$ cat src/tbl_pkg.sv
// Shared types and constants for the token boundary lexer.
package tbl_pkg;

  typedef logic [1:0] byte_kind_t;

  localparam byte_kind_t KIND_SPACE  = 2'd0;
  localparam byte_kind_t KIND_SPLIT  = 2'd1;
  localparam byte_kind_t KIND_STRING = 2'd2;
  localparam byte_kind_t KIND_WORD   = 2'd3;

  typedef struct packed {
    logic in_string;
    logic quote_is_double;
    logic escape_pending;
    logic in_bare_word;
  } lex_state_t;

  localparam lex_state_t LEX_STATE_RESET = '{1'b0, 1'b0, 1'b0, 1'b0};

  localparam logic [7:0] CH_LF     = 8'h0A;
  localparam logic [7:0] CH_CR     = 8'h0D;
  localparam logic [7:0] CH_TAB    = 8'h09;
  localparam logic [7:0] CH_SPACE  = 8'h20;
  localparam logic [7:0] CH_COMMA  = 8'h2C;
  localparam logic [7:0] CH_SEMI   = 8'h3B;
  localparam logic [7:0] CH_COLON  = 8'h3A;
  localparam logic [7:0] CH_LBRACK = 8'h5B;
  localparam logic [7:0] CH_RBRACK = 8'h5D;
  localparam logic [7:0] CH_LPAREN = 8'h28;
  localparam logic [7:0] CH_RPAREN = 8'h29;
  localparam logic [7:0] CH_LBRACE = 8'h7B;
  localparam logic [7:0] CH_RBRACE = 8'h7D;
  localparam logic [7:0] CH_DQUOTE = 8'h22;
  localparam logic [7:0] CH_SQUOTE = 8'h27;
  localparam logic [7:0] CH_BSLASH = 8'h5C;

endpackage

$ cat src/tbl_classify.sv
// Byte classifier and lexer state next-value logic.
module tbl_classify
  import tbl_pkg::*;
(
  input  lex_state_t state,
  input  logic [7:0] data_byte,
  input  logic       last_byte,
  output byte_kind_t byte_kind,
  output logic       token_start,
  output logic       unterminated,
  output lex_state_t state_nxt
);

  logic       is_space;
  logic       is_split;
  logic       is_quote;
  logic [7:0] close_quote;
  lex_state_t upd;

  assign is_space = (data_byte == CH_LF) || (data_byte == CH_CR) ||
                    (data_byte == CH_TAB) || (data_byte == CH_SPACE);
  assign is_split = (data_byte == CH_COMMA) || (data_byte == CH_SEMI) ||
                    (data_byte == CH_COLON) || (data_byte == CH_LBRACK) ||
                    (data_byte == CH_RBRACK) || (data_byte == CH_LPAREN) ||
                    (data_byte == CH_RPAREN) || (data_byte == CH_LBRACE) ||
                    (data_byte == CH_RBRACE);
  assign is_quote    = (data_byte == CH_DQUOTE) || (data_byte == CH_SQUOTE);
  assign close_quote = state.quote_is_double ? CH_DQUOTE : CH_SQUOTE;

  always_comb begin
    upd         = state;
    byte_kind   = KIND_WORD;
    token_start = 1'b0;
    if (state.in_string) begin
      byte_kind = KIND_STRING;
      if (data_byte == close_quote) begin
        if (state.escape_pending) begin
          upd.escape_pending = 1'b0;
        end else begin
          upd.in_string = 1'b0;
        end
      end else if (data_byte == CH_BSLASH) begin
        upd.escape_pending = !state.escape_pending;
      end else begin
        upd.escape_pending = 1'b0;
      end
    end else if (is_space) begin
      byte_kind        = KIND_SPACE;
      upd.in_bare_word = 1'b0;
    end else if (is_split) begin
      byte_kind        = KIND_SPLIT;
      token_start      = 1'b1;
      upd.in_bare_word = 1'b0;
    end else if (state.in_bare_word) begin
      byte_kind = KIND_WORD;
    end else if (is_quote) begin
      byte_kind           = KIND_STRING;
      token_start         = 1'b1;
      upd.in_string       = 1'b1;
      upd.quote_is_double = (data_byte == CH_DQUOTE);
      upd.escape_pending  = 1'b0;
    end else begin
      byte_kind        = KIND_WORD;
      token_start      = 1'b1;
      upd.in_bare_word = 1'b1;
    end
  end

  assign unterminated = last_byte && upd.in_string;
  assign state_nxt    = last_byte ? LEX_STATE_RESET : upd;

endmodule

$ cat src/token_boundary_lexer.sv
// Token boundary lexer top level: input register, classifier, result register.
// Takes one byte per transaction and returns one tagged byte per transaction,
// in order. Each byte passes through an input register and a result register
// before it appears at the output; with the output taken every cycle the block
// sustains one byte per cycle. Lexer state is updated as a byte moves from the
// input register into the result register, and returns to its reset value after
// a byte marked last.
module token_boundary_lexer
  import tbl_pkg::*;
(
  input  logic       clk,
  input  logic       rst_n,
  input  logic       in_valid,
  output logic       in_ready,
  input  logic [7:0] in_data_byte,
  input  logic       in_last_byte,
  output logic       out_valid,
  input  logic       out_ready,
  output logic [7:0] out_byte,
  output logic [1:0] out_byte_kind,
  output logic       out_token_start,
  output logic       out_last,
  output logic       out_unterminated
);

  logic       s1_valid_r, s1_valid_nxt;
  logic [7:0] s1_byte_r;
  logic       s1_last_r;
  logic       out_valid_r, out_valid_nxt;
  logic [7:0] out_byte_r;
  byte_kind_t out_kind_r;
  logic       out_start_r;
  logic       out_last_r;
  logic       out_unterm_r;
  lex_state_t state_r, state_nxt;

  byte_kind_t c_kind;
  logic       c_start;
  logic       c_unterm;
  logic       out_free;
  logic       s1_fire;
  logic       in_fire;

  tbl_classify u_classify (
    .state        (state_r),
    .data_byte    (s1_byte_r),
    .last_byte    (s1_last_r),
    .byte_kind    (c_kind),
    .token_start  (c_start),
    .unterminated (c_unterm),
    .state_nxt    (state_nxt)
  );

  assign out_free = !out_valid_r || out_ready;
  assign s1_fire  = s1_valid_r && out_free;
  assign in_ready = !s1_valid_r || out_free;
  assign in_fire  = in_valid && in_ready;

  always_comb begin
    s1_valid_nxt = s1_valid_r;
    if (in_fire) begin
      s1_valid_nxt = 1'b1;
    end else if (s1_fire) begin
      s1_valid_nxt = 1'b0;
    end
    out_valid_nxt = out_valid_r;
    if (s1_fire) begin
      out_valid_nxt = 1'b1;
    end else if (out_ready) begin
      out_valid_nxt = 1'b0;
    end
  end

  always_ff @(posedge clk) begin
    if (!rst_n) begin
      s1_valid_r  <= 1'b0;
      out_valid_r <= 1'b0;
      state_r     <= LEX_STATE_RESET;
    end else begin
      s1_valid_r  <= s1_valid_nxt;
      out_valid_r <= out_valid_nxt;
      if (s1_fire) begin
        state_r <= state_nxt;
      end
    end
  end

  always_ff @(posedge clk) begin
    if (in_fire) begin
      s1_byte_r <= in_data_byte;
      s1_last_r <= in_last_byte;
    end
    if (s1_fire) begin
      out_byte_r   <= s1_byte_r;
      out_kind_r   <= c_kind;
      out_start_r  <= c_start;
      out_last_r   <= s1_last_r;
      out_unterm_r <= c_unterm;
    end
  end

  assign out_valid        = out_valid_r;
  assign out_byte         = out_byte_r;
  assign out_byte_kind    = out_kind_r;
  assign out_token_start  = out_start_r;
  assign out_last         = out_last_r;
  assign out_unterminated = out_unterm_r;

  a_unterm_only_last: assert property (@(posedge clk) disable iff (!rst_n)
    out_valid_r && out_unterm_r |-> out_last_r)
    else $error("unterminated flag on a byte that is not last");

  a_space_no_start: assert property (@(posedge clk) disable iff (!rst_n)
    out_valid_r && (out_kind_r == KIND_SPACE) |-> !out_start_r)
    else $error("whitespace byte marked as token start");

  a_string_start_quote: assert property (@(posedge clk) disable iff (!rst_n)
    out_valid_r && out_start_r && (out_kind_r == KIND_STRING) |->
      (out_byte_r == CH_DQUOTE) || (out_byte_r == CH_SQUOTE))
    else $error("string token starts on a non-quote byte");

  a_state_clear_after_last: assert property (@(posedge clk) disable iff (!rst_n)
    s1_fire && s1_last_r |=> state_r == LEX_STATE_RESET)
    else $error("lexer state not cleared after last byte");

  a_no_string_and_word: assert property (@(posedge clk) disable iff (!rst_n)
    !(state_r.in_string && state_r.in_bare_word))
    else $error("string and bare word open at once");

endmodule
$ cat config.mk
export PLATFORM = sky130hd
export DESIGN_NAME = token_boundary_lexer
export DESIGN_NICKNAME = d
export VERILOG_FILES = /design/src/tbl_pkg.sv /design/src/tbl_classify.sv /design/src/token_boundary_lexer.sv
export SDC_FILE = /design/constraint.sdc
export NUM_CORES = 1
export LEC_CHECK = 0
export BUFFER_PORTS_ARGS = -buffer_cell sky130_fd_sc_hd__buf_2
export CORE_MARGIN = 5
export CORE_UTILIZATION = 34
export CTS_CLUSTER_DIAMETER = 120
export DETAILED_ROUTE_END_ITERATION = 6
export MAX_ROUTING_LAYER = met4
export PLACE_DENSITY = 0.63
export SLEW_MARGIN = 20
export SYNTH_ARGS = -nofsm -noshare
export SYNTH_HDL_FRONTEND = slang
export SYNTH_HIERARCHICAL = 1
export SYNTH_SLANG_ARGS = --single-unit
$ cat constraint.sdc
create_clock -name clk -period 3 [get_ports clk]
set_clock_uncertainty 0.1 [all_clocks]
set_input_delay 0.3 -clock clk [delete_from_list [all_inputs] [get_ports clk]]
set_output_delay 0.3 -clock clk [all_outputs]
set_load 0.01 [all_outputs]
### Word-level counts from Yosys, hierarchy flattened

Cells that the tools add are included.

| cells by class | value |
|---|---|
| eq/ne operators | 24 |
| muxes and demuxes | 27 |
| reduce and logical (&&, ||, !) cells | 28 |

Operators by type and width:

| kind | number |
|---|---|
| $eq 8x6->1 const B | 8 |
| $eq 8x7->1 const B | 5 |
| $eq 8x4->1 const B | 3 |
| $mux 1 | 18 |
| $logic_or 1x1->1 | 14 |
| $mux 3 | 4 |
| $eq 8x8->1 | 1 |
| $mux 4 | 2 |
| $ne 2x2->1 const B | 4 |
| $mux 2 | 3 |
| $ne 3x3->1 const B | 2 |
| $reduce_and 6->1 | 1 |
| $reduce_bool 2->1 | 3 |
| $reduce_and 5->1 | 1 |
| $logic_and 1x1->1 | 3 |
| $logic_not 1->1 | 3 |
| $ne 3x2->1 const B | 1 |
| $reduce_bool 3->1 | 1 |
| $reduce_and 2->1 | 1 |
| $reduce_or 2->1 | 1 |

| storage, ports and cells | value |
|---|---|
| flip-flop bits (word level) | 28 |

### Longest topological paths before layout

| logic depth | value |
|---|---|
| depth after elaboration | 13 |
| depth in mapped cells | 8 |
| mapped depth without buffers | 7 |

### By module

The synthesis kept the hierarchy.

By module, submodules not included:

| module | instances | cells each | area an instance (µm²) | seq. area each (µm²) |
|---|---|---|---|---|
| token_boundary_lexer | 1 | 49 | 918.4 | 780.7 |
| tbl_classify | 1 | 47 | 297.8 | 0.0 |

### Worst setup path after synthesis

Ideal clock, no wire load.

| timing path | value |
|---|---|
| kind | register to register |
| start point | register s1_byte_r[2] |
| end point | register out_kind_r[1], in the netlist out_byte_kind[1], data pin |
| setup time | 255 ps |
| arrival time | 1,292 ps |
| required time | 2,645 ps |
| path slack | 1,353 ps |
| stages on the path, launching flop included | 7 |
| period minus slack after synthesis | 1,647 ps |
| cells stage by stage | edfxtp_1 > buf_6 > a211oi_2 > a31oi_1 > o41a_1 > nand2b_1 > nand2_1 |

| between the ends | value |
|---|---|
| longest elaborated chain between the ends | 11 |
| elaborated cells on any way between the ends | 26 |
| classes of those cells | eq/ne (13); mux (2); reduce/logical (11) |

Ends and longest elaborated chain:

| item | line | RTL |
|---|---|---|
| start, declared | token_boundary_lexer.sv:27 | `logic [7:0] s1_byte_r;` |
| start signal, assigned | token_boundary_lexer.sv:90 | `s1_byte_r <= in_data_byte;` |
| $eq 8x6->1 | tbl_classify.sv:22 | `assign is_split = (data_byte == CH_COMMA) \|\| (data_byte == CH_SEMI) \|\|` |
| $logic_or 1x1->1 (2 in series) | tbl_classify.sv:22 |  |
| $logic_or 1x1->1 (2 in series) | tbl_classify.sv:23 | `(data_byte == CH_COLON) \|\| (data_byte == CH_LBRACK) \|\|` |
| $logic_or 1x1->1 (2 in series) | tbl_classify.sv:24 | `(data_byte == CH_RBRACK) \|\| (data_byte == CH_LPAREN) \|\|` |
| $logic_or 1x1->1 (2 in series) | tbl_classify.sv:25 | `(data_byte == CH_RPAREN) \|\| (data_byte == CH_LBRACE) \|\|` |
| $mux 2 | tbl_classify.sv:50 | `end else if (is_split) begin` |
| $mux 2 (*) | tbl_classify.sv:47 | `end else if (is_space) begin` |
| end signal, assigned | token_boundary_lexer.sv:95 | `out_kind_r <= c_kind;` |
| end, declared | token_boundary_lexer.sv:31 | `byte_kind_t out_kind_r;` |

Mark *: on every way between the ends. The rest lies on a longest branch, timed or not.
A chain may end at the register's enable or synchronous reset.

==> metrics.yaml <==
status:
  status: "completed"
cts:
  cts_tree: "yes"
  cts_made_buffers: 3
  cts.reportedPaths.clkPinSlew_ns: 0.14
  cts_resized: 0
  clock_latency_ns: 0.32
  cts_buffer_depth: 2
  postCtsHoldBufs: 0
  htreeDepth: 1
  cts_root_buf: "clkbuf_4"
  cts_setup_buffers: 0
  cts_sinks: 28
logic_synthesis:
  mappedNetlistArea_mm2: 0.001216
  ys_warn_count: 6
  synthAdderAreaFrac_pct: 0
  ys_seq_elements: 28
  synth_ff_type: "edfxtp_1"
  synth_xor_area_share_pct: 1.440
  yosysSeqAreaShare_pct: 64.20
  synth_area_leaders: "edfxtp_1 54%, dfxtp_1 9.9%, nand2_1 4.3%, mux2i_1 4.1%, buf_6 2.8%"
  synth_area_leader_cell: "edfxtp_1"
  syn_inst: 96
  netlist.area_leader.share_pct: 54.32
  syn_nets: 109
  synth-simple-area-share_pct: 15.84
  synthTopCellsByCount: "22 x edfxtp_1, 14 x nand2_1, 6 x dfxtp_1, 6 x nor2_1, 5 x mux2i_1"
  synth.most_common_cell: "edfxtp_1"
  synth_edf_count: 22
  yosysUniqueCellTypes: 33
  synth_top_family_by_area: "simple AND/OR/NAND/NOR gates"
  synth.mux.area_fraction_pct: 4.115
  synth_compound_area_share_pct: 9.671
  async_flop_share_pct: 0
  avgSynthCellArea_um2: 12.67
critical_path:
  critical_path_peak_fanout: 9
  crit_path_end_kind: "register"
  crit_type: "register to register"
  crit_arrival_ns: 1.99
  required_ns: 3.09
  cp-start-kind: "register"
die:
  io_pins: 28
  die_w_um: 69.81
  coreArea_mm2: 0.003390
  die-area_mm2: 0.004873
  initial_utilization_pct: 35.88
  die_y_um: 69.81
  num_rows: 21
routing:
  ant_nets: 0
  drcViolationCount: 0
  routed_via_density: 4.905
  vias: 824
  wl_per_cell_um: 12.45
  drt_iter0_markers: 31
  dr.pass1.iters: 4
  routed_wirelength_um: 2091
timing:
  tightest_slew_ns: 0.8961
  rsz0062_at_grt: "false"
  max_slew_margin_pct: 39.99
  post-route-min-period_ns: 1.902
  hold_viol_final: 0
  fin_tns_setup_ns: 0
  slew_violations: 0
  finalWorstSetupSlack_ns: 1.098
  fmax_mhz: 525.7
  setup_viol: 0
  period_share_pct: 63.40
finish:
  final_nets: 136
  antenna_cells: 0
  syn2layout_area_growth_pct: 14.20
  final_cells: 168
  stdcell_area_mm2: 0.001389
  final_layout_size_suffix_gt1_share_pct: 27.87
global_route:
  grt_use_met2_pct: 14.17
  grtUsageTotal_pct: 9.066
  grt_busiest_layer: "met2"
  antenna_found_initial: 0
  grt_overflow: 0
  grt_start_max_net_pins: 18
  met1_usage_pct: 10.65
  grt_first_pass_wirelength_um: 3456
  grt_pass1_vias: 774
  met3_usage_pct: 3.043
run:
  drv_cap: 0
place:
  gp_congestion: 0.8631
  place_hpwl_um: 1550
  dp_worst_setup_slack_ns: 1.135
  port_buffers: 27
  dpl_cell_area_mm2: 0.001363
  dp_cells: 164
hold_path:
  hp-class: "input pin to register"
power_and_ir_drop:
  peakVddDrop_mv: 0.2687
  p_per_area_mw_per_mm2: 474.2
  power.leakage_uw: 0.0004918
  p_total_uw: 658.5
-- cells by family after synthesis --
kind of cell	count (synthesis)
AO/OA/AOI/OAI	16
XOR/XNOR	2
buffers and inverters	8
flip-flops	28
multiplexers	5
AND/OR/NAND/NOR	37
-- worst paths after layout --
check                  to  cells after the start  slack, ns       startpoint
max            state_r[0]                      7       1.10     s1_byte_r[2]
min          s1_byte_r[2]                      1       0.04  in_data_byte[2]
max reg2reg    state_r[0]                      7       1.10     s1_byte_r[2]
min reg2reg    state_r[1]                      2       0.39       state_r[1]
-- flip-flops by register name, indices dropped and copies added, names as in the netlist --
signal            count
out_byte              8
out_valid             1
out_last              1
s1_last_r             1
out_byte_kind         2
s1_valid_r            1
out_token_start       1
state_r               4
out_unterminated      1
s1_byte_r             8
-- critical path: stages (launching register included) --
cell,delay [ns]
edfxtp_1,0.58
a211oi_2,0.27
a31oi_1,0.06
o41a_1,0.42
nand2b_1,0.11
a211oi_1,0.08
nand2_1,0.07
mux2i_1,0.06
-- power breakdown --
part	leakage [µW]	switching (µW)	internal [µW]	total, µW
combinational	0.000226	26.9	22.5	49.5
sequential	0.000251	15.9	437	453
clock	0.0000150	104	52.1	156
total	0.000492	146	512	659
-- layout by cell type (no fill, tap or decap), drive strengths merged --
cell / count
buf: 27
o22ai: 1
clkbuf: 4
xnor2: 1
nand4: 2
and4b: 1
o41a: 1
nand3: 2
and2: 1
o41ai: 1
nand2b: 2
o21a: 1
inv: 3
o21bai: 1
nor3: 2
a211oi: 3
o31ai: 1
a31oi: 1
nor2: 6
nor4: 1
a21oi: 4
xor2: 1
dfxtp: 6
mux2i: 5
edfxtp: 22
o21ai: 2
nand4b: 1
nand2: 14
nor2b: 5
-- area by class of cell --
| cell class | count | area [µm²] |
|---|---|---|
| well taps | 46 | 57.56 |
| multi-input cells | 60 | 377.9 |
| inverters | 3 | 11.26 |
| flip-flops and latches | 28 | 780.7 |
| fillers | 308 | 2001 |
| clock buffers | 4 | 26.28 |
| repair buffers | 27 | 135.1 |
-- stage by stage --
step / hold slack (ns) / utilization, %
floorplan: 0.2989 / -
global placement: 0.3627 / 40.20
detailed placement: 0.3732 / 40.20
CTS: 0.02899 / 40.97
global route: 0.01901 / 40.97
finish: 0.03846 / 40.97
-- layer usage --
layer / routed length, µm / share of wire [%]
met2: 981 / 47
met3: 200 / 9.6
met4: 28 / 1.3
met1: 881 / 42
met5: 0 / 0
Note: power is estimated with default switching activity, not from simulation.
